File: src/emrd_pkg.sv
// ----------------------------------------------------------------------------
// emrd_pkg
// types, constants and helper functions of the mac record decoder
// ----------------------------------------------------------------------------
package emrd_pkg;

    localparam logic [4:0]  RecordLen = 5'd20;
    localparam logic [3:0]  CrcPairs  = 4'd8;   // decoded bytes covered by the crc
    localparam logic [3:0]  SigHiPair = 4'd8;
    localparam logic [3:0]  SigLoPair = 4'd9;
    localparam logic [15:0] CrcInit   = 16'hffff;
    localparam logic [15:0] CrcXorOut = 16'hffff;

    typedef struct packed {
        logic        emit;
        logic        ok;
        logic [47:0] mac;
    } t_result;

    // xor key, one byte per record position
    function automatic logic [7:0] key_byte(input logic [4:0] pos);
        logic [7:0] k;
        begin
            unique case (pos)
                5'd0:    k = 8'h72;
                5'd1:    k = 8'h23;
                5'd2:    k = 8'h68;
                5'd3:    k = 8'h19;
                5'd4:    k = 8'h5c;
                5'd5:    k = 8'ha8;
                5'd6:    k = 8'h71;
                5'd7:    k = 8'h2c;
                5'd8:    k = 8'h54;
                5'd9:    k = 8'hd3;
                5'd10:   k = 8'h7b;
                5'd11:   k = 8'hf1;
                5'd12:   k = 8'h9e;
                5'd13:   k = 8'h23;
                5'd14:   k = 8'h16;
                5'd15:   k = 8'hf6;
                5'd16:   k = 8'h1d;
                5'd17:   k = 8'h36;
                5'd18:   k = 8'h64;
                5'd19:   k = 8'h78;
                default: k = 8'h00;
            endcase
            return k;
        end
    endfunction

    // byte-wise crc-16 update, poly 0x1021, msb first
    function automatic logic [15:0] crc_byte(input logic [15:0] crc, input logic [7:0] b);
        logic [15:0] t;
        begin
            t = {crc[7:0], crc[15:8] ^ b};
            t = t ^ {12'h000, t[7:4]};
            t = t ^ {t[3:0], 12'h000} ^ {3'b000, t[7:0], 5'b00000};
            return t;
        end
    endfunction

endpackage

File: src/emrd_in_reg.sv
// ----------------------------------------------------------------------------
// emrd_in_reg
// input register stage holding one accepted record byte
// ----------------------------------------------------------------------------
module emrd_in_reg (
    input  logic       i_clk,
    input  logic       i_rst_n,
    input  logic       i_valid,
    output logic       o_ready,
    input  logic [7:0] i_record_byte,
    input  logic       i_first_byte,
    input  logic       i_down_ready,
    output logic       o_take,
    output logic [7:0] o_record_byte,
    output logic       o_first_byte
);

    logic       r_valid;
    logic [7:0] r_byte;
    logic       r_first;

    assign o_take        = r_valid && i_down_ready;
    assign o_ready       = !r_valid || i_down_ready;
    assign o_record_byte = r_byte;
    assign o_first_byte  = r_first;

    always_ff @(posedge i_clk) begin
        if (!i_rst_n) begin
            r_valid <= 1'b0;
        end else if (o_ready) begin
            r_valid <= i_valid;
        end
    end

    always_ff @(posedge i_clk) begin
        if (o_ready && i_valid) begin
            r_byte  <= i_record_byte;
            r_first <= i_first_byte;
        end
    end

endmodule

File: src/emrd_decode.sv
// ----------------------------------------------------------------------------
// emrd_decode
// record state, byte descrambling, crc update and signature check
// ----------------------------------------------------------------------------
module emrd_decode (
    input  logic              i_clk,
    input  logic              i_rst_n,
    input  logic              i_take,
    input  logic [7:0]        i_record_byte,
    input  logic              i_first_byte,
    output emrd_pkg::t_result o_result
);

    logic [4:0]  r_pos;
    logic [7:0]  r_pending;
    logic [15:0] r_crc;
    logic [7:0]  r_mac [6];
    logic [7:0]  r_sig_hi;

    logic [4:0]  n_pos;
    logic [7:0]  n_pending;
    logic [15:0] n_crc;

    logic        restart;
    logic [4:0]  pos_eff;
    logic [15:0] crc_eff;
    logic [7:0]  keyed;
    logic [15:0] shifted;
    logic [7:0]  dec;
    logic [3:0]  pair;
    logic        odd;
    logic [15:0] fin;
    logic        ok;

    always_comb begin
        restart = i_first_byte || (r_pos >= emrd_pkg::RecordLen);
        pos_eff = restart ? 5'd0 : r_pos;
        crc_eff = restart ? emrd_pkg::CrcInit : r_crc;
        keyed   = i_record_byte ^ emrd_pkg::key_byte(pos_eff);
        odd     = pos_eff[0];
        pair    = pos_eff[4:1];
        // shift amount comes from the top two bits of the high byte
        shifted = {keyed, r_pending} >> keyed[7:6];
        dec     = shifted[7:0];
        fin     = crc_eff ^ emrd_pkg::CrcXorOut;
        ok      = (fin[15:8] == r_sig_hi) && (fin[7:0] == dec);
    end

    always_comb begin
        n_pos     = pos_eff + 5'd1;
        n_pending = r_pending;
        n_crc     = crc_eff;
        if (!odd) begin
            n_pending = keyed;
        end else if (pair < emrd_pkg::CrcPairs) begin
            n_crc = emrd_pkg::crc_byte(crc_eff, dec);
        end else if (pair == emrd_pkg::SigLoPair) begin
            n_pos     = 5'd0;
            n_pending = 8'h00;
            n_crc     = emrd_pkg::CrcInit;
        end
    end

    always_comb begin
        o_result.emit = i_take && odd && (pair == emrd_pkg::SigLoPair);
        o_result.ok   = ok;
        o_result.mac  = ok ? {r_mac[0], r_mac[1], r_mac[2], r_mac[3], r_mac[4], r_mac[5]}
                           : 48'h0;
    end

    always_ff @(posedge i_clk) begin
        if (!i_rst_n) begin
            r_pos     <= 5'd0;
            r_pending <= 8'h00;
            r_crc     <= emrd_pkg::CrcInit;
        end else if (i_take) begin
            r_pos     <= n_pos;
            r_pending <= n_pending;
            r_crc     <= n_crc;
        end
    end

    // decoded pairs land in mac octets in reversed order within each half
    always_ff @(posedge i_clk) begin
        if (i_take && odd) begin
            unique case (pair)
                4'd0:                r_mac[2] <= dec;
                4'd1:                r_mac[1] <= dec;
                4'd2:                r_mac[0] <= dec;
                4'd4:                r_mac[5] <= dec;
                4'd5:                r_mac[4] <= dec;
                4'd6:                r_mac[3] <= dec;
                emrd_pkg::SigHiPair: r_sig_hi <= dec;
                default:             ;
            endcase
        end
    end

endmodule

File: src/emrd_out_reg.sv
// ----------------------------------------------------------------------------
// emrd_out_reg
// result register on the output channel
// ----------------------------------------------------------------------------
module emrd_out_reg (
    input  logic              i_clk,
    input  logic              i_rst_n,
    input  emrd_pkg::t_result i_result,
    output logic              o_can_load,
    output logic              o_valid,
    input  logic              i_ready,
    output logic [47:0]       o_mac_address,
    output logic              o_signature_ok
);

    logic        r_valid;
    logic [47:0] r_mac;
    logic        r_ok;

    assign o_can_load     = !r_valid || i_ready;
    assign o_valid        = r_valid;
    assign o_mac_address  = r_mac;
    assign o_signature_ok = r_ok;

    always_ff @(posedge i_clk) begin
        if (!i_rst_n) begin
            r_valid <= 1'b0;
        end else if (o_can_load) begin
            r_valid <= i_result.emit;
        end
    end

    always_ff @(posedge i_clk) begin
        if (o_can_load && i_result.emit) begin
            r_mac <= i_result.mac;
            r_ok  <= i_result.ok;
        end
    end

endmodule

File: src/eeprom_mac_record_decoder.sv
// ----------------------------------------------------------------------------
// eeprom_mac_record_decoder
// decodes a 20-byte scrambled mac record, one byte per transaction
// ----------------------------------------------------------------------------
//  channel   direction  handshake            payload
//  input     in         i_valid / o_ready    i_record_byte, i_first_byte
//  result    out        o_valid / i_ready    o_mac_address, o_signature_ok
//
//  one byte per cycle sustained while the result register can load; a byte is
//  held in the input register, then descramble and crc update run into the
//  result register; a result is valid in the cycle after the 20th byte is taken
//  from the input register
//  synchronous active-low reset clears the record position, crc and both valids
//  a stalled result holds the byte pipeline only while the result register is full
module eeprom_mac_record_decoder (
    input  logic        i_clk,
    input  logic        i_rst_n,
    input  logic        i_valid,
    output logic        o_ready,
    input  logic [7:0]  i_record_byte,
    input  logic        i_first_byte,
    output logic        o_valid,
    input  logic        i_ready,
    output logic [47:0] o_mac_address,
    output logic        o_signature_ok
);

    logic              can_load;
    logic              take;
    logic [7:0]        stage_byte;
    logic              stage_first;
    emrd_pkg::t_result result;

    emrd_in_reg u_in_reg (
        .i_clk         (i_clk),
        .i_rst_n       (i_rst_n),
        .i_valid       (i_valid),
        .o_ready       (o_ready),
        .i_record_byte (i_record_byte),
        .i_first_byte  (i_first_byte),
        .i_down_ready  (can_load),
        .o_take        (take),
        .o_record_byte (stage_byte),
        .o_first_byte  (stage_first)
    );

    emrd_decode u_decode (
        .i_clk         (i_clk),
        .i_rst_n       (i_rst_n),
        .i_take        (take),
        .i_record_byte (stage_byte),
        .i_first_byte  (stage_first),
        .o_result      (result)
    );

    emrd_out_reg u_out_reg (
        .i_clk          (i_clk),
        .i_rst_n        (i_rst_n),
        .i_result       (result),
        .o_can_load     (can_load),
        .o_valid        (o_valid),
        .i_ready        (i_ready),
        .o_mac_address  (o_mac_address),
        .o_signature_ok (o_signature_ok)
    );

endmodule

File: config.mk
export PLATFORM = sky130hd
export DESIGN_NAME = eeprom_mac_record_decoder
export DESIGN_NICKNAME = d
export VERILOG_FILES = /design/src/emrd_pkg.sv /design/src/emrd_in_reg.sv /design/src/emrd_decode.sv /design/src/emrd_out_reg.sv /design/src/eeprom_mac_record_decoder.sv
export SDC_FILE = /design/constraint.sdc
export NUM_CORES = 1
export LEC_CHECK = 0
export BUFFER_PORTS_ARGS = -buffer_cell sky130_fd_sc_hd__buf_2
export CORE_ASPECT_RATIO = 0.9
export CORE_MARGIN = 8
export CORE_UTILIZATION = 41
export CTS_CLUSTER_SIZE = 12
export DETAILED_ROUTE_END_ITERATION = 8
export PLACE_DENSITY = 0.6
export SLEW_MARGIN = 40
export SYNTH_ARGS = -nofsm -noshare
export SYNTH_HDL_FRONTEND = slang
export SYNTH_HIERARCHICAL = 1
export SYNTH_SLANG_ARGS = --single-unit
export TNS_END_PERCENT = 1
File: constraint.sdc
create_clock -name i_clk -period 7.22 [get_ports i_clk]
set_clock_uncertainty 0.05 [all_clocks]
set_input_delay 1.805 -clock i_clk [delete_from_list [all_inputs] [get_ports i_clk]]
set_output_delay 1.805 -clock i_clk [all_outputs]
set_load 0.005 [all_outputs]
==> metrics.cfg <==
[global_route]
antenna_found_initial=0
grt_pass1_vias=4101
grt_overflow=0
grt_pass1_wl_um=22500
grt_max_degree=50
groute.usage.overall=0.142

[timing]
rsz0062_at_grt=false
finalHoldViolCount=0
maxSlewHeadroom=0.448
hold_slack_ns=0.451
worst_pin_slew_ns=0.825
fin_tns_setup_ns=0
slew_violations=0
finalCritPeriodShare=0.732
setup_viol=0
fmax_mhz=189
min_period_ns=5.28

[power]
power_frac_clock=0.447
peakVddDrop_uv=212
p_leak_nw=2.78
p_sw_frac=0.234
switching_power_mw=0.452
p_int_mw=1.48
power.density_nw_per_um2=251
pwr-share-seq=0.479
combPwrFrac=0.074

[critical_path]
path_buf_inv=2
cp.arrival_ns=5.52
timing.rr.start=u_in_reg/o_first_byte
slowest_delay_ns=0.77
endpoint_kind=flop
cp_slowest_cell=mux4_2
startpoint=u_in_reg/o_first_byte
cp.required_ns=7.46
cp_cell_sequence=nor2_2 -> nand2_1 -> ha_1 -> inv_1 -> a21o_1 -> o211ai_2 -> mux4_2 -> xnor2_1 -> o31ai_1 -> o21ai_0 -> a2111oi_4 -> buf_4 -> and2_1
crit_type=flop to flop
critical_path.max_fanout=49
worstSetupStartpointType=flop
cp_top_family=compound AO/OA/AOI/OAI gates

[logic_synthesis]
synth_area_um2=6640
dominantRegCellSynth=edfxtp_1
netlist_instances=542
avgSynthCellArea_um2=12.3
synth_largest_area_cell=edfxtp_1
synth_commonest_cells=edfxtp_1 (114), nor2_1 (54), and2_1 (49), dfxtp_1 (31), xnor2_1 (27)
synth_most_common_cell=edfxtp_1
yosys_warnings=6
synth_area_leaders=edfxtp_1 (52%), dfxtp_1 (9.3%), and2_1 (4.6%), xnor2_1 (3.6%), nor2_1 (3.1%)
synth-async-reset-ratio=0
syn_nets=556
synth.ff_latch_count=145
ys_seq_area_frac=0.609
synthDistinctLibCells=73
synth-edff-count=114
yosysTopAreaCellShare=0.515

[clocking]
cts_resized=0
cts_tree=yes
post_cts.repair.setup_buffers=0
cts-buffers-inserted=17
htree_levels=4
clkLatencyLatePin_ns=0.42
root_buffer=clkbuf_16
cts.clk_slew.worst_paths_ns=0.06
cts_buffer_depth=2
hold_buffers=0
cts_sinks=145

[detailed_routing]
ant_nets=0
routedWlPerCell_um=17.4
drt_first_pass_iters=7
wl_um=14200
drt_iter0_drc=378
vias=4325
avgViaCountPerCell=5.29
post-route-drc-count=0

[die]
die_x_um=150
die_y_um=137
start_util=0.415
ios=64
die_area_um2=20500
num_rows=44
coreArea_um2=16000

[status]
outcome=finished clean

[layout]
area_growth_pct=15.8
multi_input_area_um2=2400
fill_cells=1442
regArea_um2=4050
num_antenna_cells=0
drive_gt1_frac=0.221
num-nets-final=611

[hold_path]
min_path_type=flop to flop
worstHoldStart=u_in_reg/r_valid

[run]
drv_cap=0

[place]
post-dp-hpwl_um=9510
gp_congestion=0.873
portBuffers=63

metal layers:
| metal | vias to the layer above | global-route usage | share of wire |
|---|---|---|---|
| li1 | 2080 | - | - |
| met1 | 2075 | 0.192 | 0.46 |
| met2 | 154 | 0.216 | 0.45 |
| met3 | 16 | 0.0440 | 0.079 |
| met4 | 0 | 0.0444 | 0.011 |
| met5 | - | 0 | 0 |
power by group through the flow:
stage | combinational, mW | sequential (mW) | clock [mW]
2_1_floorplan | 0.112 | 0.933 | 0
3_3_place_gp | 0.139 | 0.942 | 0
3_5_place_dp | 0.141 | 0.943 | 0
4_1_cts | 0.142 | 0.925 | 0.882
5_1_grt | 0.154 | 0.926 | 0.919
6_report | 0.143 | 0.925 | 0.863
registers in the layout, summed over array words and instances, names as in the netlist:
signal,count
u_out_reg/o_mac_address,48
u_decode/r_pos,5
u_decode/r_mac,48
u_out_reg/o_signature_ok,1
u_decode/r_sig_hi,8
u_in_reg/o_record_byte,8
u_out_reg/o_valid,1
u_decode/r_crc,16
u_in_reg/r_valid,1
u_decode/r_pending,8
u_in_reg/o_first_byte,1
placed cells by master, fill, tap and decap left out, drive strengths merged, types with 3 or more instances in the layout:
master  count
o211ai      4
inv        19
a22oi      10
mux2        5
o22ai      12
clkbuf     18
o21a        4
nor3       15
clkinv      5
nand3       8
edfxtp    114
mux4        5
nor2b       6
mux2i      10
nor3b       3
xor2       15
nand2      26
o31ai       5
dfxtp      31
and2       52
buf        68
o21ai      13
nand2b      5
xnor2      27
nor2       55
a21oi      24
a31oi       4
a211oi      5
worst register-to-register path, stage by stage (launching register included):
cell and delay [ns]:
edfxtp_1 0.70, nor2_2 0.65, nand2_1 0.26, ha_1 0.45, inv_1 0.08, a21o_1 0.17, o211ai_2 0.55, mux4_2 0.77
xnor2_1 0.20, o31ai_1 0.19, o21ai_0 0.19, a2111oi_4 0.34, buf_4 0.37, and2_1 0.21
cells by family after synthesis:
kind of cell,after synthesis,synth area share
compound gates,104,0.112
xor+xnor,42,0.0576
fa+ha+maj,1,0.00188
buf+inv,46,0.0330
flops,145,0.609
mux,20,0.0411
simple gates,184,0.146
metrics by stage:
step	util	cell area (um^2)	setup WS, ns	instances	power [mW]
floorplan	-	6640	2.80	542	1.05
global placement	0.442	7080	1.80	784	1.08
detailed placement	0.443	7100	1.82	784	1.08
CTS	0.480	7690	1.81	816	1.95
global route	0.480	7690	1.56	817	2.00
finish	0.480	7690	1.94	817	1.93
final timing paths:
path | slack [ns] | cells after the start | end
hold reg to reg | 0.45 | 2 | u_in_reg/r_valid
setup reg to reg | 1.94 | 13 | u_out_reg/o_mac_address[20]
hold / removal | 0.45 | 2 | u_in_reg/r_valid
setup / recovery | 1.94 | 13 | u_out_reg/o_mac_address[20]
area by class of cell:
class | count | area share
flip-flops and latches | 145 | 0.526
clock buffers | 18 | 0.0558
clock inverters | 14 | 0.0200
inverters | 14 | 0.00683
well taps | 207 | 0.0337
multi-input cells | 351 | 0.312
repair buffers | 68 | 0.0455
No activity file was read; power rests on OpenSTA's default activity.
